[config.mk]
export PLATFORM = sky130hd
export DESIGN_NAME = record_xor_codec_with_keyed_checksum_core
export DESIGN_NICKNAME = d
export VERILOG_FILES = /design/src/sv/rxc_pkg.sv /design/src/sv/rxc_regs.sv /design/src/sv/rxc_front.sv /design/src/sv/rxc_back.sv /design/src/sv/record_xor_codec_with_keyed_checksum_core.sv
export SDC_FILE = /design/constraint.sdc
export NUM_CORES = 1
export LEC_CHECK = 0
export ABC_AREA = 1
export BUFFER_PORTS_ARGS = -buffer_cell sky130_fd_sc_hd__buf_4
export CAP_MARGIN = 25
export CORE_UTILIZATION = 55
export DETAILED_ROUTE_END_ITERATION = 10
export PLACE_DENSITY = 0.77
export RECOVER_POWER = 100
export REMOVE_ABC_BUFFERS = 1
export SYNTH_ARGS = -nofsm -noshare
export SYNTH_HDL_FRONTEND = slang
export SYNTH_SLANG_ARGS = --single-unit
[constraint.sdc]
create_clock -name clk -period 3.34 [get_ports clk]
set_input_delay 0.501 -clock clk [delete_from_list [all_inputs] [get_ports clk]]
set_output_delay 0.501 -clock clk [all_outputs]
set_load 0.005 [all_outputs]
[src/sv/rxc_pkg.sv]
`timescale 1ns / 1ps
// ----------------------------------------------------------------------------
// rxc_pkg: shared types and constants of the record xor codec
// Request payloads, configuration bundle, register codes and key helpers.
// ----------------------------------------------------------------------------
package rxc_pkg;

	// record position counter width
	localparam int RECORD_SIZE_BITS = 16;
	// configuration address width (three 32-bit registers)
	localparam int CFG_ADDR_BITS = 4;

	// key cycle bytes
	localparam logic [7:0] KEY_BYTE_0 = 8'hfc;
	localparam logic [7:0] KEY_BYTE_1 = 8'hcf;
	localparam logic [7:0] KEY_BYTE_2 = 8'hab;
	// accumulator seed shift
	localparam int SEED_SHIFT = 9;

	// register indexes
	typedef enum logic [1:0] {
		REG_DIRECTION    = 2'd0,
		REG_RECORD_SIZE  = 2'd1,
		REG_CHECKSUM_KEY = 2'd2
	} reg_idx_t;

	// incoming request
	typedef struct packed {
		logic [7:0] data_byte;
		logic       is_last;
	} in_item_t;

	// outgoing result
	typedef struct packed {
		logic [7:0]  out_byte;
		logic [31:0] checksum;
		logic        last_out;
	} out_item_t;

	// classified byte between front and back
	typedef struct packed {
		logic [7:0] out_byte;
		logic [7:0] cipher_byte;
		logic       is_last;
	} mid_item_t;

	// configuration register contents
	typedef struct packed {
		logic        direction;
		logic [15:0] record_size;
		logic [15:0] checksum_key;
	} cfg_t;

	// checksum key write, reseeds the accumulator
	typedef struct packed {
		logic        valid;
		logic [15:0] key;
	} key_load_t;

	// key byte for a phase of the three-byte cycle
	function automatic logic [7:0] key_byte(input logic [1:0] phase);
		logic [7:0] kb;
		case (phase)
			2'd1:    kb = KEY_BYTE_1;
			2'd2:    kb = KEY_BYTE_2;
			default: kb = KEY_BYTE_0;
		endcase
		return kb;
	endfunction

	// accumulator seed from the checksum key
	function automatic logic [31:0] acc_seed(input logic [15:0] key);
		return 32'(key) << SEED_SHIFT;
	endfunction

endpackage

[src/sv/rxc_regs.sv]
`timescale 1ns / 1ps
// ----------------------------------------------------------------------------
// rxc_regs: configuration register file
// APB-style slave holding direction, record size and checksum key.
// ----------------------------------------------------------------------------
module rxc_regs import rxc_pkg::*; (
	input  logic                     clk,
	input  logic                     arst_n,
	input  logic                     psel,
	input  logic                     penable,
	input  logic                     pwrite,
	input  logic [CFG_ADDR_BITS-1:0] paddr,
	input  logic [31:0]              pwdata,
	output logic [31:0]              prdata,
	output logic                     pready,
	output cfg_t                     cfg,
	output key_load_t                key_load
);

	logic     wr_en;
	reg_idx_t idx;
	cfg_t     cfg_q;

	assign pready = 1'b1;
	assign wr_en  = psel && penable && pwrite;
	assign idx    = reg_idx_t'(paddr[3:2]);

	// register writes
	always_ff @(posedge clk or negedge arst_n) begin
		if (!arst_n) begin
			cfg_q <= '0;
		end else if (wr_en) begin
			case (idx)
				REG_DIRECTION:    cfg_q.direction    <= pwdata[0];
				REG_RECORD_SIZE:  cfg_q.record_size  <= pwdata[15:0];
				REG_CHECKSUM_KEY: cfg_q.checksum_key <= pwdata[15:0];
				default: ;
			endcase
		end
	end

	// read back
	always_comb begin
		case (idx)
			REG_DIRECTION:    prdata = 32'(cfg_q.direction);
			REG_RECORD_SIZE:  prdata = 32'(cfg_q.record_size);
			REG_CHECKSUM_KEY: prdata = 32'(cfg_q.checksum_key);
			default:          prdata = '0;
		endcase
	end

	// key write reseeds the checksum
	assign key_load.valid = wr_en && (idx == REG_CHECKSUM_KEY);
	assign key_load.key   = pwdata[15:0];
	assign cfg            = cfg_q;

endmodule

[src/sv/rxc_front.sv]
`timescale 1ns / 1ps
// ----------------------------------------------------------------------------
// rxc_front: request intake and key cycle
// Tracks key phase and record position, xors each byte with its key byte,
// picks the ciphertext byte and queues the result in a two-entry queue.
// ----------------------------------------------------------------------------
module rxc_front import rxc_pkg::*; (
	input  logic      clk,
	input  logic      arst_n,
	input  cfg_t      cfg,
	input  logic      push,
	output logic      full,
	input  in_item_t  in_data,
	output logic      head_valid,
	output mid_item_t head,
	input  logic      head_pop
);

	logic [1:0]                  phase_q;
	logic [RECORD_SIZE_BITS-1:0] pos_q;
	logic [1:0]                  phase_inc;
	logic [RECORD_SIZE_BITS-1:0] pos_inc;
	logic                        wrap;
	logic                        accept;
	logic [7:0]                  enc_byte;
	mid_item_t                   entry;

	mid_item_t q_mem [2];
	logic      wr_ptr_q;
	logic      rd_ptr_q;
	logic [1:0] count_q;

	assign accept = push && !full;

	// byte classification
	assign enc_byte          = in_data.data_byte ^ key_byte(phase_q);
	assign entry.out_byte    = enc_byte;
	assign entry.cipher_byte = cfg.direction ? in_data.data_byte : enc_byte;
	assign entry.is_last     = in_data.is_last;

	// key cycle and record restart
	assign phase_inc = (phase_q == 2'd2) ? 2'd0 : phase_q + 2'd1;
	assign pos_inc   = pos_q + 1'b1;
	assign wrap      = (cfg.record_size != '0) && (32'(pos_inc) == 32'(cfg.record_size));

	always_ff @(posedge clk or negedge arst_n) begin
		if (!arst_n) begin
			phase_q <= '0;
			pos_q   <= '0;
		end else if (accept) begin
			if (in_data.is_last || wrap) begin
				phase_q <= '0;
				pos_q   <= '0;
			end else begin
				phase_q <= phase_inc;
				pos_q   <= pos_inc;
			end
		end
	end

	// front-to-back queue storage
	always_ff @(posedge clk) begin
		if (accept) begin
			q_mem[wr_ptr_q] <= entry;
		end
	end

	// queue pointers
	always_ff @(posedge clk or negedge arst_n) begin
		if (!arst_n) begin
			wr_ptr_q <= 1'b0;
			rd_ptr_q <= 1'b0;
			count_q  <= '0;
		end else begin
			if (accept) begin
				wr_ptr_q <= !wr_ptr_q;
			end
			if (head_pop) begin
				rd_ptr_q <= !rd_ptr_q;
			end
			count_q <= count_q + 2'(accept) - 2'(head_pop);
		end
	end

	assign full       = (count_q == 2'd2);
	assign head_valid = (count_q != 2'd0);
	assign head       = q_mem[rd_ptr_q];

endmodule

[src/sv/rxc_back.sv]
`timescale 1ns / 1ps
// ----------------------------------------------------------------------------
// rxc_back: checksum engine and result queue
// Packs ciphertext bytes into words, folds them into the keyed accumulator,
// mixes every fourth word in the cycle after its fold and queues the results.
// ----------------------------------------------------------------------------
module rxc_back import rxc_pkg::*; (
	input  logic      clk,
	input  logic      arst_n,
	input  cfg_t      cfg,
	input  key_load_t key_load,
	input  logic      head_valid,
	input  mid_item_t head,
	output logic      head_pop,
	output logic      empty,
	output out_item_t out_data,
	input  logic      pop
);

	logic [23:0] partial_q, partial_d;
	logic [1:0]  lane_q, lane_d;
	logic [2:0]  widx_q, widx_d;
	logic [31:0] acc_q, acc_d;
	logic        mix_pend_q, mix_pend_d;
	logic        mix_sh5_q, mix_sh5_d;
	logic        held_q, held_d;

	logic [31:0] mix_sum;
	logic [31:0] mixed;
	logic [31:0] acc_base;
	logic [31:0] word;
	logic [31:0] folded;
	logic        go;
	logic        emit;
	logic        restart;
	out_item_t   res;

	out_item_t  oq_mem [2];
	logic       oq_wr_q;
	logic       oq_rd_q;
	logic [1:0] oq_count_q;
	logic       oq_full;
	logic       oq_pop;

	assign oq_full = (oq_count_q == 2'd2);
	assign oq_pop  = pop && !empty;
	assign go      = head_valid && (!oq_full || oq_pop);

	// deferred mix of a word whose index is a multiple of four
	assign mix_sum  = acc_q + 32'(cfg.checksum_key);
	assign mixed    = acc_q ^ (mix_sh5_q ? (mix_sum >> 5) : (mix_sum >> 1));
	assign acc_base = mix_pend_q ? mixed : acc_q;

	// word fold, only reached with no mix pending
	assign word   = {head.cipher_byte, partial_q};
	assign folded = (cfg.checksum_key[0] ^ widx_q[0]) ? (acc_q + word) : (acc_q ^ word);

	// per-byte sequencing
	always_comb begin
		acc_d      = acc_base;
		mix_pend_d = 1'b0;
		mix_sh5_d  = mix_sh5_q;
		held_d     = held_q;
		partial_d  = partial_q;
		lane_d     = lane_q;
		widx_d     = widx_q;
		head_pop   = 1'b0;
		emit       = 1'b0;
		restart    = 1'b0;
		res.out_byte = head.out_byte;
		res.checksum = '0;
		res.last_out = head.is_last;
		if (go) begin
			priority if (held_q) begin
				// last byte of a mixed word: checksum is ready now
				head_pop     = 1'b1;
				emit         = 1'b1;
				res.checksum = acc_base;
				restart      = 1'b1;
			end else if (lane_q == 2'd3) begin
				partial_d = '0;
				lane_d    = '0;
				widx_d    = widx_q + 3'd1;
				if (widx_q[1:0] == 2'd0) begin
					acc_d      = folded;
					mix_pend_d = 1'b1;
					mix_sh5_d  = widx_q[2];
					if (head.is_last) begin
						held_d = 1'b1;
					end else begin
						head_pop = 1'b1;
						emit     = 1'b1;
					end
				end else begin
					head_pop = 1'b1;
					emit     = 1'b1;
					if (head.is_last) begin
						res.checksum = folded;
						restart      = 1'b1;
					end else begin
						acc_d = folded;
					end
				end
			end else begin
				partial_d = partial_q | (24'(head.cipher_byte) << {lane_q, 3'b000});
				lane_d    = lane_q + 2'd1;
				head_pop  = 1'b1;
				emit      = 1'b1;
				if (head.is_last) begin
					res.checksum = acc_base;
					restart      = 1'b1;
				end
			end
		end
		// new message
		if (restart) begin
			acc_d      = acc_seed(cfg.checksum_key);
			partial_d  = '0;
			lane_d     = '0;
			widx_d     = '0;
			mix_pend_d = 1'b0;
			held_d     = 1'b0;
		end
		// key write reseeds at once
		if (key_load.valid) begin
			acc_d      = acc_seed(key_load.key);
			mix_pend_d = 1'b0;
		end
	end

	// checksum state
	always_ff @(posedge clk or negedge arst_n) begin
		if (!arst_n) begin
			partial_q  <= '0;
			lane_q     <= '0;
			widx_q     <= '0;
			acc_q      <= '0;
			mix_pend_q <= 1'b0;
			mix_sh5_q  <= 1'b0;
			held_q     <= 1'b0;
		end else begin
			partial_q  <= partial_d;
			lane_q     <= lane_d;
			widx_q     <= widx_d;
			acc_q      <= acc_d;
			mix_pend_q <= mix_pend_d;
			mix_sh5_q  <= mix_sh5_d;
			held_q     <= held_d;
		end
	end

	// result queue storage
	always_ff @(posedge clk) begin
		if (emit) begin
			oq_mem[oq_wr_q] <= res;
		end
	end

	// result queue pointers
	always_ff @(posedge clk or negedge arst_n) begin
		if (!arst_n) begin
			oq_wr_q    <= 1'b0;
			oq_rd_q    <= 1'b0;
			oq_count_q <= '0;
		end else begin
			if (emit) begin
				oq_wr_q <= !oq_wr_q;
			end
			if (oq_pop) begin
				oq_rd_q <= !oq_rd_q;
			end
			oq_count_q <= oq_count_q + 2'(emit) - 2'(oq_pop);
		end
	end

	assign empty    = (oq_count_q == 2'd0);
	assign out_data = oq_mem[oq_rd_q];

endmodule

[src/sv/record_xor_codec_with_keyed_checksum_core.sv]
`timescale 1ns / 1ps
// ----------------------------------------------------------------------------
// record_xor_codec_with_keyed_checksum_core: record xor codec, top level
// Keyed xor byte codec with a 32-bit keyed checksum over the ciphertext.
// ----------------------------------------------------------------------------
// path: a request is registered in the front queue, then its result in the result queue;
//   a message's last byte that closes a word needing a mix waits for that mix first
// throughput: one byte per cycle while results are popped; the mix of every fourth word
//   runs in the cycle after the fold and costs a stall only at the end of such a message
// reset: arst_n clears registers, key state, checksum and both queues
module record_xor_codec_with_keyed_checksum_core import rxc_pkg::*; (
	input  logic                     clk,
	input  logic                     arst_n,
	input  logic                     push,
	output logic                     full,
	input  in_item_t                 in_data,
	output logic                     empty,
	input  logic                     pop,
	output out_item_t                out_data,
	input  logic                     psel,
	input  logic                     penable,
	input  logic                     pwrite,
	input  logic [CFG_ADDR_BITS-1:0] paddr,
	input  logic [31:0]              pwdata,
	output logic [31:0]              prdata,
	output logic                     pready
);

	cfg_t      cfg;
	key_load_t key_load;
	logic      head_valid;
	mid_item_t head;
	logic      head_pop;

	// configuration registers
	rxc_regs u_regs (
		.clk      (clk),
		.arst_n   (arst_n),
		.psel     (psel),
		.penable  (penable),
		.pwrite   (pwrite),
		.paddr    (paddr),
		.pwdata   (pwdata),
		.prdata   (prdata),
		.pready   (pready),
		.cfg      (cfg),
		.key_load (key_load)
	);

	// intake and key cycle
	rxc_front u_front (
		.clk        (clk),
		.arst_n     (arst_n),
		.cfg        (cfg),
		.push       (push),
		.full       (full),
		.in_data    (in_data),
		.head_valid (head_valid),
		.head       (head),
		.head_pop   (head_pop)
	);

	// checksum and results
	rxc_back u_back (
		.clk        (clk),
		.arst_n     (arst_n),
		.cfg        (cfg),
		.key_load   (key_load),
		.head_valid (head_valid),
		.head       (head),
		.head_pop   (head_pop),
		.empty      (empty),
		.out_data   (out_data),
		.pop        (pop)
	);

endmodule

## Word level (Yosys, flattened, before mapping)

Memories as Yosys holds them, arrays and structs flattened.
Index checks and enable logic that the tools add are counted.

| storage, ports and cells | value |
|---|---|
| register bits after elaboration | 123 |
| bits in latches | 0 |
| bits in writable memories | 116 |
| bits in read-only memories | 0 |
| input port bits | 52 |
| output and inout bits | 76 |
| memories | 2 |

Memory list:

| name | words | bits a word | read ports | clocked after memory_dff | write ports | RTL line | text |
|---|---|---|---|---|---|---|---|
| u_back.oq_mem | 2 | 41 | 1 | 0 | 1 | rxc_back.sv:38 | `out_item_t oq_mem [2];` |
| u_front.q_mem | 2 | 17 | 1 | 0 | 1 | rxc_front.sv:28 | `mid_item_t q_mem [2];` |

| cells by class | value |
|---|---|
| $add $sub $neg | 10 |
| multipliers | 0 |
| div/mod/pow operators | 0 |
| magnitude comparators | 0 |
| eq/ne operators | 9 |
| shift-type cells | 1 |
| muxes and demuxes | 59 |
| bitwise operators | 6 |
| reduce and logical (&&, ||, !) cells | 29 |

Operators by type and width:

| operator | count |
|---|---|
| $mux 32 | 15 |
| $mux 24 | 4 |
| $xor 32x32->32 | 2 |
| $pmux 16 s3 | 1 |
| $add 32x16->32 | 1 |
| $add 32x32->32 | 1 |
| $mux 31 | 1 |
| $mux 1 | 25 |
| $or 24x24->24 | 1 |
| $shl 8x5->24 | 1 |
| $add 16x1->16 const B | 1 |
| $eq 16x16->1 | 1 |
| $mux 16 | 1 |
| $reduce_bool 16->1 | 1 |
| $pmux 7 s2 | 1 |
| $mux 2 | 6 |
| $mux 3 | 4 |
| $eq 2x2->1 const B | 5 |
| $mux 8 | 1 |
| $reduce_and 2->1 | 4 |
| $xor 8x8->8 | 1 |
| $logic_and 1x1->1 | 7 |
| $logic_not 1->1 | 7 |
| $logic_not 2->1 | 3 |
| other kinds (12) | 19 |

## Logic depth before layout (Yosys ltp)

| depth | value |
|---|---|
| depth after elaboration | 11 |
| depth in mapped cells | 18 |

## Cells and area by module

A second synthesis with hierarchy kept.

| second synthesis, totals | value |
|---|---|
| cells, all modules | 2183 |
| area total of the unflattened synthesis | 16188.0 µm² |

By module, submodules not included:

| module | instances | cells an instance | area each (µm²) | seq. area each (µm²) |
|---|---|---|---|---|
| rxc_back | 1 | 1573 | 11026.8 | 4164.0 |
| rxc_front | 1 | 372 | 3357.0 | 1571.5 |
| rxc_regs | 1 | 238 | 1804.2 | 825.8 |

## Least setup slack after synthesis

OpenSTA, ideal clock, no wires.

| timing path | value |
|---|---|
| path kind | reg-to-reg |
| start | reg u_back.lane_q[0] |
| end | mem u_back.oq_mem[1][0] in the netlist's numbering (enable) |
| arrival time | 3.096 ns |
| data required time | 2.899 ns |
| setup slack | -0.197 ns |
| stages on the path, launching flop included | 7 |
| path buffers | 0 |
| cells stage by stage | dfrtp_1 -> ha_1 -> inv_1 -> nor2_2 -> a31oi_1 -> inv_1 -> nor2_1 |

| on the way | value |
|---|---|
| longest elaborated chain between the ends | 6 |

RTL lines:

| what | RTL line | text |
|---|---|---|
| start: declaration | rxc_back.sv:21 | `logic [1:0] lane_q, lane_d;` |
| start signal: assignment | rxc_back.sv:143 | `lane_q <= lane_d;` |
| $eq 2x2->1 | rxc_back.sv:80 | `end else if (lane_q == 2'd3) begin` |
| $mux 1 (3 in a row) | n/a |  |
| net head_pop | record_xor_codec_with_keyed_checksum_core.sv:33 | `logic head_pop;` |
| $mux 1 | rxc_back.sv:154 | `if (emit) begin` |
| $mux 1 (implied by the code) | rxc_back.sv:155 | `oq_mem[oq_wr_q] <= res;` |
| end: declaration | rxc_back.sv:38 |  |

The timed path passes the listed nets, and every way through them passes these cells.

==> metrics.md <==
| Metric | Value |
|---|---|
| Max-cap violations | `0` |
| Synthesized instance count | `2118` |
| Post-synth ARST share | `51.5%` |
| Library cells used by synthesis | `46` |
| Count leader, synth | `nand2_1` |
| Post-Route WL | `49.9 mm` |
| CORE AREA | `27900 sq um` |
| Crit path time final | `3160 ps` |
| Fillers | `2560` |
| Setup TNS | `0 ps` |
| Hold buffer count at cts | `0` |
| DRC | `0` |
| Number of flops mapped to enable cells by yosys | `116` |
| Worst VDD drop | `0.886 mV` |
| Crit share post-route | `94.6%` |
| Clock root buffer | `clkbuf_16` |
| Yosys reg bits | `239` |
| Vias in the first global route | `14000` |
| Initial DRT Pass Iterations | `8` |
| Max Clock Freq | `0.317 GHz` |
| Antenna violations before repair | `0` |
| Initial Util | `56.2%` |
| Cell Area, Synth | `15700 sq um` |
| Share of cells above drive strength 1 | `9.80%` |
| Hold WC Path Type | `primary input to flip-flop` |
| WP data arrival | `3470 ps` |
| Leak | `8.64 nW` |
| Finished Core Util | `63.5%` |
| Post-route ant nets | `0` |
| Slew @ Worst Pin | `1470 ps` |
| DR WL/cell | `19.0 um` |
| Via count | `14800` |
| Final Setup Violations | `0` |
| Hpwl dp | `38.7 mm` |
| Synth area leaders | `edfxtp_1 22%, dfrtp_1 20%, nand2_1 18%` |
| Area grow syn2layout | `13.0%` |
| Relative slew slack | `2.14%` |
| Multi-input gate area | `7910 sq um` |
| I/O pin count | `128` |
| Largest net degree at the start of global routing | `52` |
| CTS tree | `done` |
| Req. time, crit path | `3650 ps` |
| Clk slew on worst S/H paths | `60 ps` |
| Most frequent cells after synthesis | `753 x nand2_1, 209 x inv_1, 181 x nand3_1` |
| CTS resizes | `0` |
| Longest Clk Path Bufs | `3` |
| # nets final | `2336` |
| Setup crit start kind | `flip-flop` |
| Main synth FF type | `dfrtp_1` |
| Area leader, netlist | `edfxtp_1` |
| Total grt overflow | `0` |
| RSZ-0062 raised after global routing | `false` |
| PortBufs | `92` |
| Yosys warns | `0` |
| First-pass GRT wire length | `76.0 mm` |
| Status | `finished clean` |
| FF+latch area | `6560 sq um` |
| H-tree depth | `1` |
| Die area | `29100 sq um` |
| Total CTS buffers | `27` |
| Die H | `171 um` |
| Die span in x | `171 um` |
| Sequential fraction of the synthesis area | `41.9%` |
| Final Hold Vio Count | `0` |
| PD cells | `948 nW/um^2` |
| Total GRT Usage | `34.6%` |
| Syn Area/Cell | `7.39 sq um` |
| Top cell type's share of synthesized area | `22.3%` |
| Number of diodes | `0` |
| Vias per cell | `5.64` |
| Clk_lat worst skew | `560 ps` |
| Iter 0 DRT Violations | `1339` |
| Crit. End Element | `flip-flop` |
| Clock skew | `17.0 ps` |
| Clock Sinks | `239` |
| Placer Congestion | `1.01` |
| Post-CTS setup buffers | `0` |
| Crit Path Max Fanout | `27` |
| Max-slew violations | `0` |
| Num rows | `61` |
| WS Path Type | `flip-flop to flip-flop` |
cells by family after synthesis:
kind of cell    count (synthesis)  synth area share (%)
buf+inv                       297                  7.83
xor+xnor                       63                  3.53
mux                             7                 0.448
fa+ha+maj                      59                  4.81
flops                         239                  41.9
simple gates                 1214                  33.2
compound gates                237                  8.27
other cells                     2                0.0480
cell usage in the layout, fill, tap and decap left out, types with 5 or more instances in the layout:
master,netlist,final
nand2_1,753,757
inv_1,209,214
nand3_1,181,184
nor2_1,151,150
dfrtp_1,123,123
edfxtp_1,116,116
a21oi_1,103,103
o21ai_0,71,75
clkbuf_4,0,61
ha_1,57,57
buf_4,18,56
nand4_1,40,40
xor2_1,35,35
xnor2_1,28,28
clkbuf_16,0,27
o22ai_1,19,19
nor3_1,19,19
a31oi_1,17,17
conb_1,2,17
nand3b_1,15,15
clkbuf_1,37,15
nor2_2,12,11
nand3_2,12,10
nand2_2,12,8
or2_2,8,8
clkbuf_8,0,8
mux2i_1,7,7
clkinv_1,5,6
inv_2,12,6
clkinv_2,0,6
o21a_1,5,5
clkbuf_2,0,5
layout make-up:
type / instances / share of cell area [%]
timing repair buffer: 133 / 5.32
inverter: 227 / 4.83
tap: 378 / 2.67
clock inverter: 11 / 0.835
sequential: 239 / 37.1
multi-input combinational: 1597 / 44.7
clock buffer: 39 / 4.55
power by group:
group	leakage (nW)	internal [mW]	switching, mW
Combinational	5.47	2.69	5.72
Sequential	2.69	4.50	0.699
Clock	0.474	1.91	1.25
worst paths after layout:
kind                                                    end  slack [ps]                             start  cells after the start
max                          u_back.oq_mem[1][26]$_DFFE_PP_         180      u_front.rd_ptr_q$_DFFE_PN0P_                     11
min                              u_regs.cfg[24]$_DFFE_PN0P_         160                         pwdata[8]                      3
max reg2reg                  u_back.oq_mem[1][26]$_DFFE_PP_         180      u_front.rd_ptr_q$_DFFE_PN0P_                     11
min reg2reg                u_back.partial_q[17]$_DFFE_PN0P_         500  u_back.partial_q[17]$_DFFE_PN0P_                      2
max in group asynchronous        u_back.acc_q[22]$_DFF_PN0_        1030                            arst_n                      2
min in group asynchronous        u_regs.cfg[32]$_DFFE_PN0P_         280                            arst_n                      1
state kept, by name, indices dropped and copies added (netlist names):
signal,flops
u_front.pos_q,16
u_back.widx_q,3
u_regs.cfg,33
u_back.oq_count_q,2
u_back.mix_sh5_q,1
u_back.oq_rd_q,1
u_back.acc_q,32
u_front.rd_ptr_q,1
u_front.phase_q,2
u_front.q_mem,34
u_back.lane_q,2
u_back.oq_wr_q,1
u_back.oq_mem,82
u_back.mix_pend_q,1
u_back.held_q,1
u_front.count_q,2
u_front.wr_ptr_q,1
u_back.partial_q,24
layer usage:
layer	track usage [%]	wire (um)	part of all wire, %
met3	4.07	3480	7.0
met1	45.8	20800	42
met2	57.2	23100	46
met5	0	0	0
met4	14.9	2460	4.9
worst max-delay path: stages, from the launching register on:
cell and delay (ps):
dfrtp_1 540, buf_4 280, inv_4 130, nand2_1 70
nand2_1 220, clkinv_1 110, nor2_1 200, inv_1 120
nor2_2 80, clkbuf_2 590, nand3_1 150, a21oi_1 390
per-stage QoR:
| stage | hold slack [ps] | setup slack [ps] | power, mW | area (sq um) | cells |
|---|---|---|---|---|---|
| 2_1_floorplan | 205 | -650 | 10.2 | 15300 | 2063 |
| 3_3_place_gp | 481 | 324 | 13.4 | 16800 | 2574 |
| 3_5_place_dp | 491 | 337 | 13.6 | 16800 | 2574 |
| 4_1_cts | 32.5 | 308 | 16.8 | 17800 | 2624 |
| 5_1_grt | 174 | 39.2 | 17.8 | 17700 | 2624 |
| 6_report | 160 | 181 | 16.8 | 17700 | 2624 |
Note: power is estimated with default switching activity, not from simulation.
